==> src/design/pwq_pkg.sv <==
`timescale 1ns / 1ps
package pwq_pkg;

  localparam int QUEUE_DEPTH   = 16;
  localparam int TASK_COUNT    = 32;
  localparam int PRIORITY_BITS = 8;

  localparam int CMD_W       = 2;
  localparam int TASK_W      = 5;
  localparam int PRI_IN_W    = 8;
  localparam int STATUS_W    = 3;
  localparam int OCC_W       = $clog2(QUEUE_DEPTH + 1);
  localparam int TASK_IDX_W  = (TASK_COUNT > 1) ? $clog2(TASK_COUNT) : 1;

  localparam logic [CMD_W-1:0] CMD_BLOCK    = 2'd0;
  localparam logic [CMD_W-1:0] CMD_WAKE     = 2'd1;
  localparam logic [CMD_W-1:0] CMD_WAKE_FST = 2'd2;
  localparam logic [CMD_W-1:0] CMD_WAKE_ALL = 2'd3;

  localparam logic [STATUS_W-1:0] ST_OK          = 3'd0;
  localparam logic [STATUS_W-1:0] ST_EMPTY       = 3'd1;
  localparam logic [STATUS_W-1:0] ST_FULL        = 3'd2;
  localparam logic [STATUS_W-1:0] ST_ALREADY     = 3'd3;
  localparam logic [STATUS_W-1:0] ST_NOT_WAITING = 3'd4;

  // Commands from the controller to the datapath.
  typedef struct packed {
    logic load;
    logic exec;
  } pwq_ctl_t;

  // Status from the datapath to the controller.
  typedef struct packed {
    logic out_free;
    logic res_last;
  } pwq_sts_t;

endpackage

==> src/design/pwq_dpath.sv <==
`timescale 1ns / 1ps
module pwq_dpath
  import pwq_pkg::*;
(
  input  logic                clk,
  input  logic                rst_n,
  input  pwq_ctl_t            ctl,
  output pwq_sts_t            sts,
  input  logic [CMD_W-1:0]    in_command,
  input  logic [TASK_W-1:0]   in_task_id,
  input  logic [PRI_IN_W-1:0] in_priority_req,
  output logic                out_valid,
  input  logic                out_ready,
  output logic [STATUS_W-1:0] out_status,
  output logic [TASK_W-1:0]   out_released_task,
  output logic                out_released_valid,
  output logic                out_last,
  output logic                out_queue_empty
);

  // Latched command.
  logic [CMD_W-1:0]         cmd_r;
  logic [TASK_W-1:0]        tid_r;
  logic [PRIORITY_BITS-1:0] pri_r;

  // Sorted cell chain, cell 0 is the head.
  logic [TASK_W-1:0]        slot_task_r [QUEUE_DEPTH];
  logic [TASK_W-1:0]        slot_task_nxt [QUEUE_DEPTH];
  logic [PRIORITY_BITS-1:0] slot_pri_r [QUEUE_DEPTH];
  logic [PRIORITY_BITS-1:0] slot_pri_nxt [QUEUE_DEPTH];
  logic [OCC_W-1:0]         occ_r;
  logic [OCC_W-1:0]         occ_nxt;
  logic [TASK_COUNT-1:0]    wait_r;
  logic [TASK_COUNT-1:0]    wait_nxt;

  // Result register.
  logic                out_valid_r;
  logic [STATUS_W-1:0] out_status_r;
  logic [TASK_W-1:0]   out_task_r;
  logic                out_rvalid_r;
  logic                out_last_r;
  logic                out_empty_r;

  logic [QUEUE_DEPTH-1:0] occupied;
  logic [QUEUE_DEPTH-1:0] gt;
  logic [QUEUE_DEPTH-1:0] hit;
  logic [QUEUE_DEPTH-1:0] match;
  logic [QUEUE_DEPTH-1:0] pre;
  logic [TASK_IDX_W-1:0]  wait_idx;
  logic [TASK_IDX_W-1:0]  clr_idx;
  logic                   known;
  logic                   wflag;
  logic                   head_known;

  logic [STATUS_W-1:0] status_c;
  logic [TASK_W-1:0]   rel_task_c;
  logic                rel_valid_c;
  logic                last_c;
  logic                ins;
  logic                rem;
  logic                set_w;
  logic                clr_w;

  assign known      = (32'(tid_r) < TASK_COUNT);
  assign wait_idx   = TASK_IDX_W'(tid_r);
  assign wflag      = known && wait_r[wait_idx];
  assign head_known = (32'(slot_task_r[0]) < TASK_COUNT);

  always_comb begin
    for (int i = 0; i < QUEUE_DEPTH; i++) begin
      occupied[i] = (OCC_W'(i) < occ_r);
      // Cells past the tail count as lower priority than anything new.
      gt[i]       = !occupied[i] || (slot_pri_r[i] > pri_r);
      hit[i]      = occupied[i] && (slot_task_r[i] == tid_r);
    end
  end

  // Command decode.
  always_comb begin
    status_c    = ST_OK;
    rel_task_c  = '0;
    rel_valid_c = 1'b0;
    last_c      = 1'b1;
    ins         = 1'b0;
    rem         = 1'b0;
    set_w       = 1'b0;
    clr_w       = 1'b0;
    clr_idx     = wait_idx;
    match       = '0;
    case (cmd_r)
      CMD_BLOCK: begin
        if (!known) begin
          status_c = ST_NOT_WAITING;
        end else if (wflag) begin
          status_c = ST_ALREADY;
        end else if (occ_r == OCC_W'(QUEUE_DEPTH)) begin
          status_c = ST_FULL;
        end else begin
          ins   = 1'b1;
          set_w = 1'b1;
        end
      end
      CMD_WAKE: begin
        if (!wflag) begin
          status_c = ST_NOT_WAITING;
        end else begin
          rem         = 1'b1;
          match       = hit;
          clr_w       = 1'b1;
          rel_valid_c = 1'b1;
          rel_task_c  = tid_r;
        end
      end
      default: begin
        if (occ_r == '0) begin
          status_c = ST_EMPTY;
        end else begin
          rem         = 1'b1;
          match[0]    = 1'b1;
          clr_w       = head_known;
          clr_idx     = TASK_IDX_W'(slot_task_r[0]);
          rel_valid_c = 1'b1;
          rel_task_c  = slot_task_r[0];
          last_c      = (cmd_r == CMD_WAKE_FST) || (occ_r == OCC_W'(1));
        end
      end
    endcase
  end

  // Cell chain update: each cell looks only at itself and its neighbors.
  always_comb begin
    pre[0] = match[0];
    for (int i = 1; i < QUEUE_DEPTH; i++) begin
      pre[i] = pre[i-1] | match[i];
    end
    for (int i = 0; i < QUEUE_DEPTH; i++) begin
      slot_task_nxt[i] = slot_task_r[i];
      slot_pri_nxt[i]  = slot_pri_r[i];
    end
    occ_nxt = occ_r;
    if (ctl.exec && ins) begin
      occ_nxt = occ_r + OCC_W'(1);
      if (gt[0]) begin
        slot_task_nxt[0] = tid_r;
        slot_pri_nxt[0]  = pri_r;
      end
      for (int i = 1; i < QUEUE_DEPTH; i++) begin
        if (gt[i] && !gt[i-1]) begin
          slot_task_nxt[i] = tid_r;
          slot_pri_nxt[i]  = pri_r;
        end else if (gt[i]) begin
          slot_task_nxt[i] = slot_task_r[i-1];
          slot_pri_nxt[i]  = slot_pri_r[i-1];
        end
      end
    end else if (ctl.exec && rem) begin
      occ_nxt = occ_r - OCC_W'(1);
      for (int i = 0; i < QUEUE_DEPTH - 1; i++) begin
        if (pre[i]) begin
          slot_task_nxt[i] = slot_task_r[i+1];
          slot_pri_nxt[i]  = slot_pri_r[i+1];
        end
      end
    end
  end

  always_comb begin
    for (int j = 0; j < TASK_COUNT; j++) begin
      wait_nxt[j] = wait_r[j];
      if (ctl.exec && set_w && (wait_idx == TASK_IDX_W'(j))) begin
        wait_nxt[j] = 1'b1;
      end
      if (ctl.exec && clr_w && (clr_idx == TASK_IDX_W'(j))) begin
        wait_nxt[j] = 1'b0;
      end
    end
  end

  assign sts.out_free = !out_valid_r || out_ready;
  assign sts.res_last = last_c;

  always_ff @(posedge clk) begin
    if (!rst_n) begin
      occ_r       <= '0;
      wait_r      <= '0;
      out_valid_r <= 1'b0;
    end else begin
      occ_r  <= occ_nxt;
      wait_r <= wait_nxt;
      if (ctl.exec) begin
        out_valid_r <= 1'b1;
      end else if (out_ready) begin
        out_valid_r <= 1'b0;
      end
    end
  end

  always_ff @(posedge clk) begin
    if (ctl.load) begin
      cmd_r <= in_command;
      tid_r <= in_task_id;
      pri_r <= PRIORITY_BITS'(in_priority_req);
    end
    for (int i = 0; i < QUEUE_DEPTH; i++) begin
      slot_task_r[i] <= slot_task_nxt[i];
      slot_pri_r[i]  <= slot_pri_nxt[i];
    end
    if (ctl.exec) begin
      out_status_r <= status_c;
      out_task_r   <= rel_task_c;
      out_rvalid_r <= rel_valid_c;
      out_last_r   <= last_c;
      out_empty_r  <= (occ_nxt == '0);
    end
  end

  assign out_valid          = out_valid_r;
  assign out_status         = out_status_r;
  assign out_released_task  = out_task_r;
  assign out_released_valid = out_rvalid_r;
  assign out_last           = out_last_r;
  assign out_queue_empty    = out_empty_r;

endmodule

==> config.mk <==
export PLATFORM = sky130hd
export DESIGN_NAME = pwq_dpath
export DESIGN_NICKNAME = d
export VERILOG_FILES = /design/src/design/pwq_pkg.sv /design/src/design/pwq_dpath.sv
export SDC_FILE = /design/constraint.sdc
export NUM_CORES = 1
export LEC_CHECK = 0
export BUFFER_PORTS_ARGS = -buffer_cell sky130_fd_sc_hd__buf_2
export CAP_MARGIN = 20
export CORE_MARGIN = 2
export CORE_UTILIZATION = 50
export CTS_BUF_LIST = sky130_fd_sc_hd__clkbuf_4 sky130_fd_sc_hd__clkbuf_8
export DETAILED_ROUTE_END_ITERATION = 8
export PLACE_DENSITY = 0.66
export SYNTH_ARGS = -nofsm -noshare
export SYNTH_HDL_FRONTEND = slang
export SYNTH_SLANG_ARGS = --single-unit
==> constraint.sdc <==
create_clock -name clk -period 10.6 [get_ports clk]
set_clock_uncertainty 0.15 [all_clocks]
set_input_delay 1.06 -clock clk [delete_from_list [all_inputs] [get_ports clk]]
set_output_delay 1.06 -clock clk [all_outputs]
set_load 0.01 [all_outputs]
==> results of run 1 <==
where the power goes:
part           total, mW  internal [mW]  switching (mW)
combinational       1.31          0.492           0.817
sequential          1.46           1.33           0.135
clock              0.967          0.523           0.444
routing by layer:
layer / vias up / track usage
met3: 101 / 0.03655
met4: 0 / 0.09630
met1: 6837 / 0.3755
met2: 474 / 0.4327
li1: 6666 / -
met5: - / 0
worst paths after layout:
check | start | end | slack [ns] | cells after the start
worst max-delay path | tid_r[0]$_DFFE_PP_ | slot_task_r[0][31]$_DFFE_PP_ | 5.73 | 11
worst min-delay path | wait_r[14]$_SDFFE_PP0P_ | wait_r[14]$_SDFFE_PP0P_ | 0.33 | 2
worst max register to register | tid_r[0]$_DFFE_PP_ | slot_task_r[0][31]$_DFFE_PP_ | 5.73 | 11
worst min register to register | wait_r[14]$_SDFFE_PP0P_ | wait_r[14]$_SDFFE_PP0P_ | 0.33 | 2
sequential cells by signal, summed over array words and instances (netlist names), 3 cells and up:
signal,count
slot_task_r,80
pri_r,8
slot_pri_r,128
tid_r,5
wait_r,32
out_status,3
occ_r,5
out_released_task,5
worst max-delay path: stages (launching register included):
cell and delay (ns):
edfxtp_1 0.32, buf_4 0.56, mux4_2 0.60, a32oi_2 0.29, o31ai_4 0.18, nor3_4 0.30, nand4_4 0.43, buf_4 0.53
nor2_1 0.19, nor2_1 0.05, a21oi_1 0.59, buf_4 0.28
layout by cell type, fill, tap and decap left out, types with 23 or more instances in the layout:
master,n
nor3_1,23
clkbuf_8,52
o21ai_0,112
buf_4,39
nor2_1,182
xor2_1,46
mux2i_1,150
ha_1,132
a21oi_1,215
inv_1,50
nand2_1,115
nand3_1,41
buf_2,33
edfxtp_1,234
dfxtp_1,38
a31oi_1,52
xnor2_1,33
o21a_1,25
final cells by class:
| type | count | area share |
|---|---|---|
| inverters | 51 | 0.009898 |
| well taps | 461 | 0.02982 |
| flip-flops and latches | 272 | 0.4026 |
| repair buffers | 77 | 0.02833 |
| multi-input cells | 1356 | 0.4809 |
| clock buffers | 73 | 0.04515 |
| clock inverters | 15 | 0.003299 |
kinds of logic after synthesis:
kind of cell,after synthesis,synth area share
compound gates,516,0.1693
simple gates,461,0.1214
flops,272,0.4370
buf+inv,175,0.04205
mux,168,0.09878
fa+ha+maj,132,0.09267
xor+xnor,79,0.03882
per-stage QoR:
step,setup WS (ns),utilization
after floorplan,6.976,-
after global placement,5.654,0.5188
after detailed placement,5.793,0.5203
after CTS,5.762,0.5469
after global routing,5.387,0.5477
final,5.731,0.5477
==> results.cfg, run 1 <==
[timing]
finalHoldViolations = 0
max_freq_ghz = 0.2054
period_share = 0.4593
slew_viol_final = 0
layout_min_cycle_time_ns = 4.869
worst_slew_pin_slew_ns = 1.023
setup_viol = 0
relSlewSlack = 0.3181
fin_tns_setup_ns = 0
rsz0062_at_grt = no
hold_slack_ns = 0.3319

[min_path]
worstHoldPathType = register to register

[yosys]
synthesis.nets = 1955
synth_commonest_cells = edfxtp_1, a21oi_1, nor2_1
yosys.area.top_type = edfxtp_1
yosysTopAreaCellShare = 0.3943
synth_edf_count = 234
synth.distinct_cells = 71
async_flop_share = 0
synthTopCellsByArea = edfxtp_1, ha_1, mux2i_1
yosys_warnings = 0
syn_area_um2 = 17820
synth-seq-cells = 272
synthCells = 1803
yosysMostFrequentCell = edfxtp_1
ys_seq_area_frac = 0.4370
syn_avg_cell_area_um2 = 9.885
synth_ff_type = edfxtp_1

[critical_path]
cp.arrival_ns = 5.02
cp-start-kind = register
required_ns = 10.75
worstPathMaxFanout = 94
critPathKind = register to register
cp-end-kind = register

[final_layout]
design_area_um2 = 19340
nets = 1958
multi_input_area_um2 = 9300
seq_area_um2 = 7787
n_antenna_cell = 0
n_fill_cell = 3138
drive_gt1_frac = 0.1117
final_cells = 2305
syn2layout_area_growth_pct = 8.523

[drt]
avgRoutedWirePerCell_um = 21.59
wl_met2_um = 23160
top_layer = met4
vias = 14078
wl_met1_um = 22030
wirelength_um = 49760
viasPerCell = 6.108
ant_nets = 0
wl_met3_um = 2997
drtPass1Iterations = 5
route.detailed.drc = 0
dr.first_iter.drc_count = 1337

[die]
coreArea_um2 = 35310
rows = 69
die_h_um = 192.8
initial_utilization = 0.5047
fp.dieW_um = 192.8
io_pins = 34
die_area_um2 = 37170

[power]
p_total_mw = 3.740
p_leak_nw = 7.586
power.density_nw_per_um2 = 193.4
ir_drop_mv = 0.1328

[clocking]
path_clk_slew_ns = 0.06
clk_path_buf_depth = 3
hold_buffers = 0
clockRootBuffer = clkbuf_8
cts_sinks = 272
post-cts-setup-buffers = 0
cts_buffers = 48
insertion_delay_ns = 0.60
cts_tree = yes
htree_levels = 2
cts_resized = 0

[placed_design]
detailed_place_hpwl_um = 33640
dpl_cell_area_um2 = 18370
io_buffer_count = 33
place_congestion = 0.8777
place_inst = 2215

[global_routing]
grtUsageTotal = 0.2704
grt_max_degree = 241
grt.overflow.total = 0
grt_pass1_vias = 13955
grt_pass1_wl_um = 78460
antenna_found_initial = 0

[status]
outcome = finished clean

[job]
maxCapViolCount = 0
No activity file was read; power rests on OpenSTA's default activity.
==> inputs of run 2 (changes only) <==
--- a/config.mk
+++ b/config.mk
@@ -11,7 +11,7 @@
 export CORE_UTILIZATION = 50
 export CTS_BUF_LIST = sky130_fd_sc_hd__clkbuf_4 sky130_fd_sc_hd__clkbuf_8
 export DETAILED_ROUTE_END_ITERATION = 8
-export PLACE_DENSITY = 0.66
+export PLACE_DENSITY = 0.68
 export SYNTH_ARGS = -nofsm -noshare
 export SYNTH_HDL_FRONTEND = slang
 export SYNTH_SLANG_ARGS = --single-unit
==> constraint.sdc (replaced) <==
create_clock -name clk -period 3.9 [get_ports clk]
set_clock_uncertainty 0.15 [all_clocks]
set_input_delay 0.39 -clock clk [delete_from_list [all_inputs] [get_ports clk]]
set_output_delay 0.39 -clock clk [all_outputs]
set_load 0.01 [all_outputs]
==> results.cfg, run 2 (synthesis gave the netlist of run 1 again) <==
[status]
outcome = finished clean

[global_routing]
grt_pass1_wl_um = 78280
grtUsageTotal = 0.2702
antenna_found_initial = 1
grt_max_degree = 110
grt_pass1_vias = 14431
grt.overflow.total = 0

[clocking]
post-cts-setup-buffers = 0
clockRootBuffer = clkbuf_8
cts_sinks = 272
path_clk_slew_ns = 0.06
insertion_delay_ns = 0.62
cts_buffers = 48
cts_tree = yes
clk_path_buf_depth = 3
htree_levels = 2

[timing]
slew_viol_final = 0
finalHoldViolations = 0
max_freq_ghz = 0.2719
fin_ws_ns = 0.2217
worst_slew_pin_slew_ns = 0.9684
layout_min_cycle_time_ns = 3.678
relSlewSlack = 0.3525
setup_viol = 0
rsz0062_at_grt = no
period_share = 0.9432

[power]
p_leak_nw = 7.951
power_frac_comb = 0.370
power.density_nw_per_um2 = 525.7
swShare = 0.3672
power_frac_clock = 0.259
p_int_mw = 6.649
p_switching_mw = 3.858
p_total_mw = 10.51
ir_drop_mv = 0.3740
p_seq_frac = 0.371

[final_layout]
largestRegisters = slot_pri_r (128), slot_task_r (80), wait_r (32)
final_common_cell = edfxtp_1
n_antenna_cell = 0
largest_reg_flops = 128
nets = 2030
final_util = 0.5660
syn2layout_area_growth_pct = 12.15
top_register = slot_pri_r
final_cell_mix = edfxtp_1, a21oi_1, nor2_1, mux2i_1, ha_1
drive_gt1_frac = 0.1392
final_cells = 2379

[die]
initial_utilization = 0.5047
die_h_um = 192.8
die_area_um2 = 37170
fp.dieW_um = 192.8
io_pins = 34
coreArea_um2 = 35310
rows = 69

[critical_path]
critPathKind = register to register
cp-end-kind = register
required_ns = 3.99
cp-start-kind = register
crit_path_cell_trace = mux4_2 > a32oi_2 > o31ai_4 > nor4_4 > buf_12 > a32o_1
worstPathMaxFanout = 109
slowest_delay_ns = 0.65
r2r_slack_ns = 0.22
cp_slowest_cell = a32o_1
cp.arrival_ns = 3.77

[placed_design]
pre_cts_slack_ns = 0.2016
place_inst = 2271
detailed_place_hpwl_um = 35760
io_buffer_count = 33
place_congestion = 0.9222

[drt]
route.detailed.drc = 0
dr.first_iter.drc_count = 1293
drtPass1Iterations = 6
avgRoutedWirePerCell_um = 20.85
wirelength_um = 49610
ant_nets = 0
vias = 14431
viasPerCell = 6.066

[min_path]
worstHoldPathType = input port to register

[job]
maxCapViolCount = 0
[run 2: path summary, 6_finish.rpt]
path | from | to | cells past startpoint
hold / removal | ctl[1] | pri_r[6]$_DFFE_PP_ | 1
setup reg to reg | tid_r[0]$_DFFE_PP_ | slot_pri_r[0][17]$_DFFE_PP_ | 6
hold reg to reg | wait_r[12]$_SDFFE_PP0P_ | wait_r[12]$_SDFFE_PP0P_ | 2
setup / recovery | tid_r[0]$_DFFE_PP_ | slot_pri_r[0][17]$_DFFE_PP_ | 6
[run 2: metrics by stage]
step	instance area, um2	setup TNS (ns)	hold WS (ns)
2_1_floorplan	17820	0	0.3009
4_1_cts	19950	0	0.01967
3_3_place_gp	18800	-0.04844	0.3359
5_1_grt	19990	0	0.06817
6_report	19990	0	0.06921
3_5_place_dp	18810	0	0.3418
[run 2: critical path, delay by kind of cell, from the launching register on]
kind | cells | cell delay, ns
AOI/OAI and AO/OA | 3 | 1.09
DFF | 1 | 0.62
muxes | 1 | 0.57
buffers and inverters | 1 | 0.43
and+or+nand+nor | 1 | 0.39
[run 2: cell type report]
| type | instances | area [um2] |
|---|---|---|
| repair buffers | 149 | 1152 |
| clock buffers | 75 | 882.1 |
| well taps | 461 | 576.8 |
| fillers | 3057 | 15320 |
| multi-input cells | 1356 | 9303 |
| flip-flops and latches | 272 | 7787 |
| clock inverters | 15 | 93.84 |
| inverters | 51 | 191.4 |
[run 2: power groups by stage]
stage / sequential [mW] / clock (mW) / combinational (mW)
2_1_floorplan: 3.84 / 0 / 2.70
3_3_place_gp: 3.94 / 0 / 3.71
3_5_place_dp: 3.95 / 0 / 3.82
4_1_cts: 3.89 / 2.76 / 3.85
5_1_grt: 3.93 / 2.88 / 4.27
6_report: 3.90 / 2.72 / 3.89
[run 2: metal layers]
metal	GRT usage	vias up	routed length [um]
met5	0	-	13
met4	0.1028	2	1370
met3	0.03328	99	2985
met2	0.4393	520	23450
met1	0.3688	6990	21790
li1	-	6820	-
[run 2: timing repair]
item	in CTS	in global routing
endpoints found under the setup margin	0	11
endpoints found under the hold margin	19	0
gates resized for setup	0	2
hold buffers	17	0
